**config.mk**
```make
export PLATFORM = sky130hd
export DESIGN_NAME = red_drop_policy_packet_queue
export DESIGN_NICKNAME = d
export VERILOG_FILES = /design/src/rtl/rdq_pkg.sv /design/src/rtl/rdq_ram.sv /design/src/rtl/red_drop_policy_packet_queue.sv
export SDC_FILE = /design/constraint.sdc
export NUM_CORES = 2
export LEC_CHECK = 0
export BUFFER_PORTS_ARGS = -buffer_cell sky130_fd_sc_hd__clkbuf_2
export CAP_MARGIN = 20
export CORE_MARGIN = 3
export CORE_UTILIZATION = 68
export CTS_CLUSTER_SIZE = 30
export DETAILED_ROUTE_END_ITERATION = 10
export PLACE_DENSITY = 0.86
export SYNTH_ARGS = -nofsm -noshare
export SYNTH_HDL_FRONTEND = slang
export SYNTH_SLANG_ARGS = --single-unit
```
**constraint.sdc**
```tcl
create_clock -name clk -period 12.85 [get_ports clk]
set_input_delay 1.9275 -clock clk [delete_from_list [all_inputs] [get_ports clk]]
set_output_delay 1.9275 -clock clk [all_outputs]
set_load 0.1 [all_outputs]
```
**src/rtl/rdq_pkg.sv**
```systemverilog
// ----------------------------------------------------------------------------
// rdq_pkg
// types and constants shared by the red drop queue
// ----------------------------------------------------------------------------
package rdq_pkg;

    localparam int unsigned CFG_IDX_W  = 3;
    localparam int unsigned CFG_DATA_W = 16;

    localparam logic [CFG_IDX_W-1:0] REG_DROP_POLICY = 3'd0;
    localparam logic [CFG_IDX_W-1:0] REG_MIN_THRESH  = 3'd1;
    localparam logic [CFG_IDX_W-1:0] REG_MAX_THRESH  = 3'd2;
    localparam logic [CFG_IDX_W-1:0] REG_MAX_PROB    = 3'd3;
    localparam logic [CFG_IDX_W-1:0] REG_AVG_WEIGHT  = 3'd4;
    localparam logic [CFG_IDX_W-1:0] REG_CAPACITY    = 3'd5;

    localparam logic [1:0] POLICY_RANDOM   = 2'd0;
    localparam logic [1:0] POLICY_CLASS    = 2'd1;
    localparam logic [1:0] POLICY_PRIORITY = 2'd2;

    localparam logic [1:0] CLASS_BACKGROUND = 2'd3;

    localparam int unsigned ENTRY_W = 21;

    typedef struct packed {
        logic        kind;
        logic [15:0] packet_id;
        logic [2:0]  packet_priority;
        logic [1:0]  app_class;
        logic [15:0] red_random;
        logic [15:0] drop_random;
    } rdq_in_t;

    typedef struct packed {
        logic        accepted;
        logic        early_dropped;
        logic        victim_valid;
        logic [15:0] victim_id;
        logic [2:0]  victim_priority;
        logic        departed_valid;
        logic [15:0] departed_id;
        logic [2:0]  departed_priority;
        logic [1:0]  departed_class;
        logic [4:0]  occupancy;
        logic [19:0] average_occupancy;
    } rdq_out_t;

    typedef struct packed {
        logic [15:0] id;
        logic [2:0]  prio;
        logic [1:0]  cls;
    } rdq_entry_t;

endpackage

```
**src/rtl/rdq_ram.sv**
```systemverilog
// ----------------------------------------------------------------------------
// rdq_ram
// generic ram with one write port and one registered read port
// ----------------------------------------------------------------------------
module rdq_ram #(
    parameter int unsigned WIDTH = 21,
    parameter int unsigned DEPTH = 16
) (
    input  logic                     clk,
    input  logic                     we,
    input  logic [$clog2(DEPTH)-1:0] waddr,
    input  logic [WIDTH-1:0]         wdata,
    input  logic [$clog2(DEPTH)-1:0] raddr,
    output logic [WIDTH-1:0]         rdata
);

    logic [WIDTH-1:0] mem [DEPTH];

    always_ff @(posedge clk)
    begin
        if (we)
        begin
            mem[waddr] <= wdata;
        end
        rdata <= mem[raddr];
    end

endmodule

```
**src/rtl/red_drop_policy_packet_queue.sv**
```systemverilog
// ----------------------------------------------------------------------------
// red_drop_policy_packet_queue
// packet queue with random early detection admission and overflow victim rule
// ----------------------------------------------------------------------------
// one transaction at a time; the next is taken once the previous result has left
// an arrival updates the average, then runs the red test, which may drop it early,
// then appends; over the limit a victim is chosen by priority, class or random index,
// read and removed by shifting later entries; a departure reads and removes the head
// reset clears count, average and result, sets register defaults; store is not cleared
module red_drop_policy_packet_queue
    import rdq_pkg::*;
#(
    parameter int unsigned DEPTH = 16
) (
    input  logic                  clk,
    input  logic                  rst_n,
    input  logic                  in_valid,
    output logic                  in_ready,
    input  rdq_in_t               in_data,
    output logic                  out_valid,
    input  logic                  out_ready,
    output rdq_out_t              out_data,
    input  logic                  cfg_we,
    input  logic [CFG_IDX_W-1:0]  cfg_index,
    input  logic [CFG_DATA_W-1:0] cfg_data
);

    localparam int unsigned AW = $clog2(DEPTH);
    localparam int unsigned CW = $clog2(DEPTH + 1);

    typedef enum logic [3:0] {
        S_IDLE, S_EWMA, S_RED, S_TEST, S_APPEND, S_MOD, S_SRCH_RD, S_SRCH,
        S_PICK, S_VREAD, S_VCAPT, S_SHIFT_RD, S_SHIFT_WR, S_DONE
    } state_t;

    state_t      state_reg;
    rdq_in_t     item_reg;
    rdq_out_t    res_reg;
    logic        out_valid_reg;
    logic [CW-1:0] count_reg;
    logic [20:0] avg_reg;
    logic [1:0]  pol_reg;
    logic [4:0]  min_reg, max_reg;
    logic [15:0] prob_reg, wgt_reg;
    logic [3:0]  cap_reg;
    logic [CW-1:0] idx_reg;
    logic [CW-1:0] best_reg;
    logic [2:0]  best_prio_reg;
    logic        found_reg;
    logic [15:0] rem_reg;
    logic [3:0]  mod_step_reg;
    logic [37:0] prod_a_reg, prod_b_reg;

    logic            ram_we;
    logic [AW-1:0]   ram_waddr, ram_raddr;
    rdq_entry_t      ram_wdata, ram_rdata;
    logic [CW-1:0]   limit;
    logic [CW:0]     cap_ext;
    logic [15:0]     rem_shift, rem_new;

    rdq_ram #(.WIDTH(ENTRY_W), .DEPTH(DEPTH)) u_store (
        .clk   (clk),
        .we    (ram_we),
        .waddr (ram_waddr),
        .wdata (ram_wdata),
        .raddr (ram_raddr),
        .rdata (ram_rdata)
    );

    assign in_ready  = (state_reg == S_IDLE) && !out_valid_reg;
    assign out_valid = out_valid_reg;
    assign out_data  = res_reg;

    always_comb
    begin
        cap_ext = (CW + 1)'(cap_reg);
        if (cap_ext > (CW + 1)'(DEPTH - 1))
        begin
            limit = CW'(DEPTH - 1);
        end
        else
        begin
            limit = cap_ext[CW-1:0];
        end
    end

    // restoring remainder step for the random victim index
    always_comb
    begin
        rem_shift = {rem_reg[14:0], item_reg.drop_random[mod_step_reg]};
        if (rem_shift >= 16'(count_reg))
        begin
            rem_new = rem_shift - 16'(count_reg);
        end
        else
        begin
            rem_new = rem_shift;
        end
    end

    // store access: read address and write port driven from state
    always_comb
    begin
        ram_we    = 1'b0;
        ram_waddr = idx_reg[AW-1:0];
        ram_wdata = ram_rdata;
        ram_raddr = idx_reg[AW-1:0];
        case (state_reg)
            S_APPEND:
            begin
                ram_we    = 1'b1;
                ram_waddr = count_reg[AW-1:0];
                ram_wdata = '{id: item_reg.packet_id, prio: item_reg.packet_priority,
                              cls: item_reg.app_class};
            end
            S_SHIFT_RD:
            begin
                ram_raddr = AW'(idx_reg + CW'(1));
            end
            S_SHIFT_WR:
            begin
                ram_we = 1'b1;
            end
            default:
            begin
                ram_we = 1'b0;
            end
        endcase
    end

    always_ff @(posedge clk or negedge rst_n)
    begin
        if (!rst_n)
        begin
            state_reg     <= S_IDLE;
            item_reg      <= '0;
            res_reg       <= '0;
            out_valid_reg <= 1'b0;
            count_reg     <= '0;
            avg_reg       <= '0;
            pol_reg       <= POLICY_PRIORITY;
            min_reg       <= 5'd5;
            max_reg       <= 5'd15;
            prob_reg      <= 16'd6554;
            wgt_reg       <= 16'd131;
            cap_reg       <= 4'd10;
            idx_reg       <= '0;
            best_reg      <= '0;
            best_prio_reg <= '0;
            found_reg     <= 1'b0;
            rem_reg       <= '0;
            mod_step_reg  <= '0;
            prod_a_reg    <= '0;
            prod_b_reg    <= '0;
        end
        else
        begin
            if (out_valid_reg && out_ready)
            begin
                out_valid_reg <= 1'b0;
            end
            if (cfg_we)
            begin
                case (cfg_index)
                    REG_DROP_POLICY: pol_reg  <= cfg_data[1:0];
                    REG_MIN_THRESH:  min_reg  <= cfg_data[4:0];
                    REG_MAX_THRESH:  max_reg  <= cfg_data[4:0];
                    REG_MAX_PROB:    prob_reg <= cfg_data;
                    REG_AVG_WEIGHT:  wgt_reg  <= cfg_data;
                    REG_CAPACITY:    cap_reg  <= cfg_data[3:0];
                    default:         pol_reg  <= pol_reg;
                endcase
            end
            case (state_reg)
                S_IDLE:
                begin
                    if (in_valid && in_ready)
                    begin
                        item_reg <= in_data;
                        res_reg  <= '0;
                        idx_reg  <= '0;
                        if (!in_data.kind)
                        begin
                            prod_a_reg <= 38'((17'h10000 - 17'(wgt_reg)) * avg_reg);
                            prod_b_reg <= 38'({wgt_reg, 16'd0} * 21'(count_reg));
                            state_reg  <= S_EWMA;
                        end
                        else if (count_reg != '0)
                        begin
                            // head read, then removal shifts from 0
                            state_reg <= S_VREAD;
                        end
                        else
                        begin
                            state_reg <= S_DONE;
                        end
                    end
                end
                S_EWMA:
                begin
                    avg_reg <= 21'((prod_a_reg + prod_b_reg) >> 16);
                    state_reg <= S_RED;
                end
                S_RED:
                begin
                    prod_a_reg <= 38'({item_reg.red_random * 21'(max_reg - min_reg), 16'd0});
                    prod_b_reg <= 38'(prob_reg * (avg_reg - {min_reg, 16'd0}));
                    if (avg_reg < {min_reg, 16'd0})
                    begin
                        state_reg <= S_APPEND;
                    end
                    else if (avg_reg >= {max_reg, 16'd0})
                    begin
                        res_reg.early_dropped <= 1'b1;
                        state_reg <= S_DONE;
                    end
                    else
                    begin
                        state_reg <= S_TEST;
                    end
                end
                S_TEST:
                begin
                    if (prod_a_reg < prod_b_reg)
                    begin
                        res_reg.early_dropped <= 1'b1;
                        state_reg <= S_DONE;
                    end
                    else
                    begin
                        state_reg <= S_APPEND;
                    end
                end
                S_APPEND:
                begin
                    res_reg.accepted <= 1'b1;
                    count_reg <= count_reg + CW'(1);
                    if (count_reg + CW'(1) > limit)
                    begin
                        res_reg.victim_valid <= 1'b1;
                        idx_reg <= '0;
                        best_reg <= '0;
                        best_prio_reg <= '0;
                        found_reg <= 1'b0;
                        if (pol_reg == POLICY_RANDOM)
                        begin
                            rem_reg <= '0;
                            mod_step_reg <= 4'd15;
                            state_reg <= S_MOD;
                        end
                        else
                        begin
                            state_reg <= S_SRCH_RD;
                        end
                    end
                    else
                    begin
                        state_reg <= S_DONE;
                    end
                end
                S_MOD:
                begin
                    // one remainder bit per cycle
                    rem_reg <= rem_new;
                    if (mod_step_reg == 4'd0)
                    begin
                        idx_reg <= CW'(rem_new);
                        state_reg <= S_VREAD;
                    end
                    else
                    begin
                        mod_step_reg <= mod_step_reg - 4'd1;
                    end
                end
                S_SRCH_RD:
                begin
                    state_reg <= S_SRCH;
                end
                S_SRCH:
                begin
                    // ram_rdata holds entry idx_reg
                    if (pol_reg == POLICY_CLASS)
                    begin
                        if (!found_reg && ram_rdata.cls == CLASS_BACKGROUND)
                        begin
                            found_reg <= 1'b1;
                            best_reg <= idx_reg;
                        end
                    end
                    else if (idx_reg == '0 || ram_rdata.prio > best_prio_reg)
                    begin
                        best_reg <= idx_reg;
                        best_prio_reg <= ram_rdata.prio;
                    end
                    if (idx_reg + CW'(1) >= count_reg)
                    begin
                        state_reg <= S_PICK;
                    end
                    else
                    begin
                        idx_reg <= idx_reg + CW'(1);
                        state_reg <= S_SRCH_RD;
                    end
                end
                S_PICK:
                begin
                    // no background entry: the head goes
                    idx_reg <= (pol_reg == POLICY_CLASS && !found_reg) ? CW'(0) : best_reg;
                    state_reg <= S_VREAD;
                end
                S_VREAD:
                begin
                    state_reg <= S_VCAPT;
                end
                S_VCAPT:
                begin
                    // ram_rdata holds entry idx_reg
                    if (item_reg.kind)
                    begin
                        res_reg.departed_valid <= 1'b1;
                        res_reg.departed_id <= ram_rdata.id;
                        res_reg.departed_priority <= ram_rdata.prio;
                        res_reg.departed_class <= ram_rdata.cls;
                    end
                    else
                    begin
                        res_reg.victim_id <= ram_rdata.id;
                        res_reg.victim_priority <= ram_rdata.prio;
                    end
                    state_reg <= S_SHIFT_RD;
                end
                S_SHIFT_RD:
                begin
                    if (idx_reg + CW'(1) >= count_reg)
                    begin
                        count_reg <= count_reg - CW'(1);
                        state_reg <= S_DONE;
                    end
                    else
                    begin
                        state_reg <= S_SHIFT_WR;
                    end
                end
                S_SHIFT_WR:
                begin
                    idx_reg <= idx_reg + CW'(1);
                    state_reg <= S_SHIFT_RD;
                end
                S_DONE:
                begin
                    res_reg.occupancy <= 5'(count_reg);
                    res_reg.average_occupancy <= avg_reg[20] ? 20'hFFFFF : avg_reg[19:0];
                    out_valid_reg <= 1'b1;
                    state_reg <= S_IDLE;
                end
                default:
                begin
                    state_reg <= S_IDLE;
                end
            endcase
        end
    end

endmodule

```
==> metrics list <==
* Ports placed on the boundary: between 100 and 150
* Hold Fails Final Rpt: 0
* Max Used Layer: met5
* Transition time of the tightest slew-check pin: 1.19 ns
- Post-route worst setup slack: about 4.5 ns
- Placed instance area: 0.0615 mm²
- In this run the horizontal extent of the chip is a little over 300 µm.
* Post-cts sizing count: 0
* Count of filler cells inserted in the layout: 5,487
- Fraction of layout cells with a size suffix above 1: 0.107
- Metal2 WL: a little under 80 mm
* # rows: roughly 110
- In the final routed layout, each cell accounts on average for approximately 23 µm.
- Counting flops with an async set or reset pin after synthesis yields a share of 0.466.
- Worst clock skew on the final layout: 0.0428 ns
- Max transition margin: 0.205
* Final design instance area without fill: around 0.064 mm²
- Relative to the synthesized area, the layout overhead comes to 7.23%.
- Postcts setup bufs: 0
- Clock slew at reported path FFs: 0.07 ns
- Derived from the worst setup path, the maximum achievable clock frequency is ~0.12 GHz.
- Averaged over all synthesized cells, the footprint is 10.3 µm².
- Max clock buf depth: 3
- The number of hold buffers added after CTS was 0.
- Floorplan Core Area: between 0.08 and 0.09 mm²
- Leaving out fill and tap cells, the most frequent cell in the layout is inv_1.
* GRT Resource Usage Total: 0.365
* Placed wire-length estimate after detailed placement: 110 mm
* Proportion of synthesized chip area in sequential cells: 0.307
- The top cell types in the final layout, fill and taps aside, are inv_1 (980), nand2_1 (942), fa_1 (725).
* DIE AREA: about 0.091 mm²
- The worst setup path is captured at a flip-flop.
- Flip-flop count of the largest register after layout: ~340
- Class of the tightest hold or removal check: reg2reg
- Post-Route Setup TNS: 0 ns
* Cell count after synthesis: 5,801
- Entering global routing, the biggest net connects about 110 pins.
- The initial utilization of the core area, before any placement, comes to 0.687.
* Global-route wire length before repair: between 200 and 300 mm
* Weighted congestion at the end of routability-driven global placement: just under 1
* Path type of the worst setup path: reg2reg
- Root Driver: clkbuf_16
- The run finished with clean final reports.
- Required @ worst endpoint: roughly 13 ns
* Max-slew violation count: 0
- The Yosys step of the flow raised 0 warnings.
- Vertical die dimension: approximately 300 µm
- When the netlist entered floorplanning its net count stood at between 7,000 and 8,000.
- Routed Antenna Nets: 0
- CTS built an H-tree with a depth of 3.
- First drt pass iteration count: 8
- Post-Synthesis Cell Area: between 0.05 and 0.06 mm²
- Post-detailed-route DRC marker count: 0
- For this block, the initial DRC count from the detailed router was 5,247.
- The total overflow left after global routing is 0.
* Final count of negative-setup-slack endpoints: 0
- Setup repair after global routing left no endpoint under its margin.
- Sinks on the clock net: 668
- Max-cap violations in this run came to 0.
- Dividing the final minimum period by the clock period gives 0.650.
- The via count of the first global-routing pass came to about 47,000.
- Clock latency on the worst-skew pair, taken at its later pin, is 0.67 ns.
* Total length of routed met3 wires: ~18 mm
- Highest fanout seen on the critical path: 21
- After detailed routing, the number of vias per cell comes to 6.32.
- Pre-CTS WS: ~4.7 ns
- Number of antenna violations at the first check in global routing: 7
* Post-synthesis sequential element count: roughly 670
- In the final routing, the length of wire on met1 measures between 50 and 60 mm.
- The smallest clock period supported by the final layout is computed as about 8.4 ns.
- The worst setup path is launched from a flip-flop.
* Routed Wire Length: approximately 160 mm
- Top_reg_cell synth: edfxtp_1
- For this run, the post-layout net count is roughly 7,000.
- Post-synth EDFFs: 336
- Core utilization of the finished layout: 0.736
- Across all layers, the routed design uses approximately 44,000 vias.
* Number of port buffers: approximately 150
- Synth cell types: 108
- CTS tree: done
* Data arrival at the endpoint of the critical path: between 8 and 9 ns
- TritonCTS created 70 clock buffers.
==> routing by layer <==
| layer | vias up | global-route usage |
|---|---|---|
| met5 | - | 0 |
| met4 | 4 | 0.208 |
| met3 | 762 | 0.0849 |
| met2 | 2923 | 0.582 |
| met1 | 22200 | 0.464 |
| li1 | 18600 | - |
==> cells by family after synthesis <==
logic type / share of synthesized area
buf+inv: 0.0813
simple gates: 0.137
xor+xnor: 0.0244
fa+ha+maj: 0.328
mux: 0.0546
compound gates: 0.0678
flops: 0.307
==> critical path, cell delays in order (launching register included) <==
cell and delay [ns]:
dfrtp_1 0.48, or4_1 0.64, nor4_2 0.22, nand3b_1 0.22
nor3_1 0.32, xnor2_2 0.15, buf_4 0.29, nand2_1 0.13
fa_1 0.58, inv_1 0.06, fa_1 0.58, fa_1 0.43
fa_1 0.46, fa_1 0.50, inv_1 0.06, fa_1 0.50
inv_1 0.05, ha_1 0.34, a21o_1 0.21, a21o_1 0.17
a21oi_1 0.21, a21boi_2 0.10, o41ai_2 0.68, a211oi_1 0.26
o22ai_1 0.28, xnor2_1 0.10, o211a_1 0.21
==> stage by stage <==
step           std cells  hold slack, ns
2_1_floorplan       5801           0.435
3_3_place_gp        6890           0.452
3_5_place_dp        6891           0.460
4_1_cts             7021           0.477
5_1_grt             7026           0.497
6_report            7029           0.475
==> worst paths after layout <==
check / startpoint / end / slack (ns) / depth (start not counted)
max in group asynchronous: rst_n / avg_reg[14] / 8.98 / 3
hold / removal: item_reg[9] / item_reg[9] / 0.47 / 2
setup / recovery: wgt_reg[4] / prod_a_reg[36] / 4.49 / 26
setup reg to reg: wgt_reg[4] / prod_a_reg[36] / 4.49 / 26
hold reg to reg: item_reg[9] / item_reg[9] / 0.47 / 2
min in group asynchronous: rst_n / prod_b_reg[6] / 1.31 / 1
==> synth_stat cells, types with 27 or more instances <==
master | n | area [µm²]
inv_1 | 980 | 3680
nor2_1 | 148 | 556
clkbuf_1 | 262 | 983
nor2b_1 | 32 | 200
xor2_1 | 50 | 438
dfrtp_1 | 292 | 7310
mux2_2 | 57 | 642
nand2_1 | 942 | 3540
nor3_1 | 66 | 330
fa_1 | 725 | 14500
mux4_2 | 110 | 2480
ha_1 | 402 | 5030
a21oi_1 | 173 | 866
nand3_1 | 60 | 300
nand2b_1 | 49 | 307
and2_1 | 327 | 2050
o21ai_1 | 35 | 175
a21o_1 | 57 | 428
xnor2_1 | 116 | 1020
a31oi_1 | 27 | 169
edfxtp_1 | 336 | 10100
o21ai_0 | 156 | 781
==> cell type report <==
class                           count  area [µm²]  share of cell area
Tap cell                         1155        1450              0.0226
Clock inverter                     34         434             0.00678
Clock buffer                       96        1980              0.0310
Inverter                          982        3690              0.0576
Antenna cell                        5        12.5            0.000196
Timing Repair Buffer              235        1420              0.0221
Multi-Input combinational cell   3854       36700               0.573
Sequential cell                   668       18300               0.286
Power is left out: the tool's default activity adds up to more than one toggle a clock period on the data nets, which glitch-free logic cannot reach.
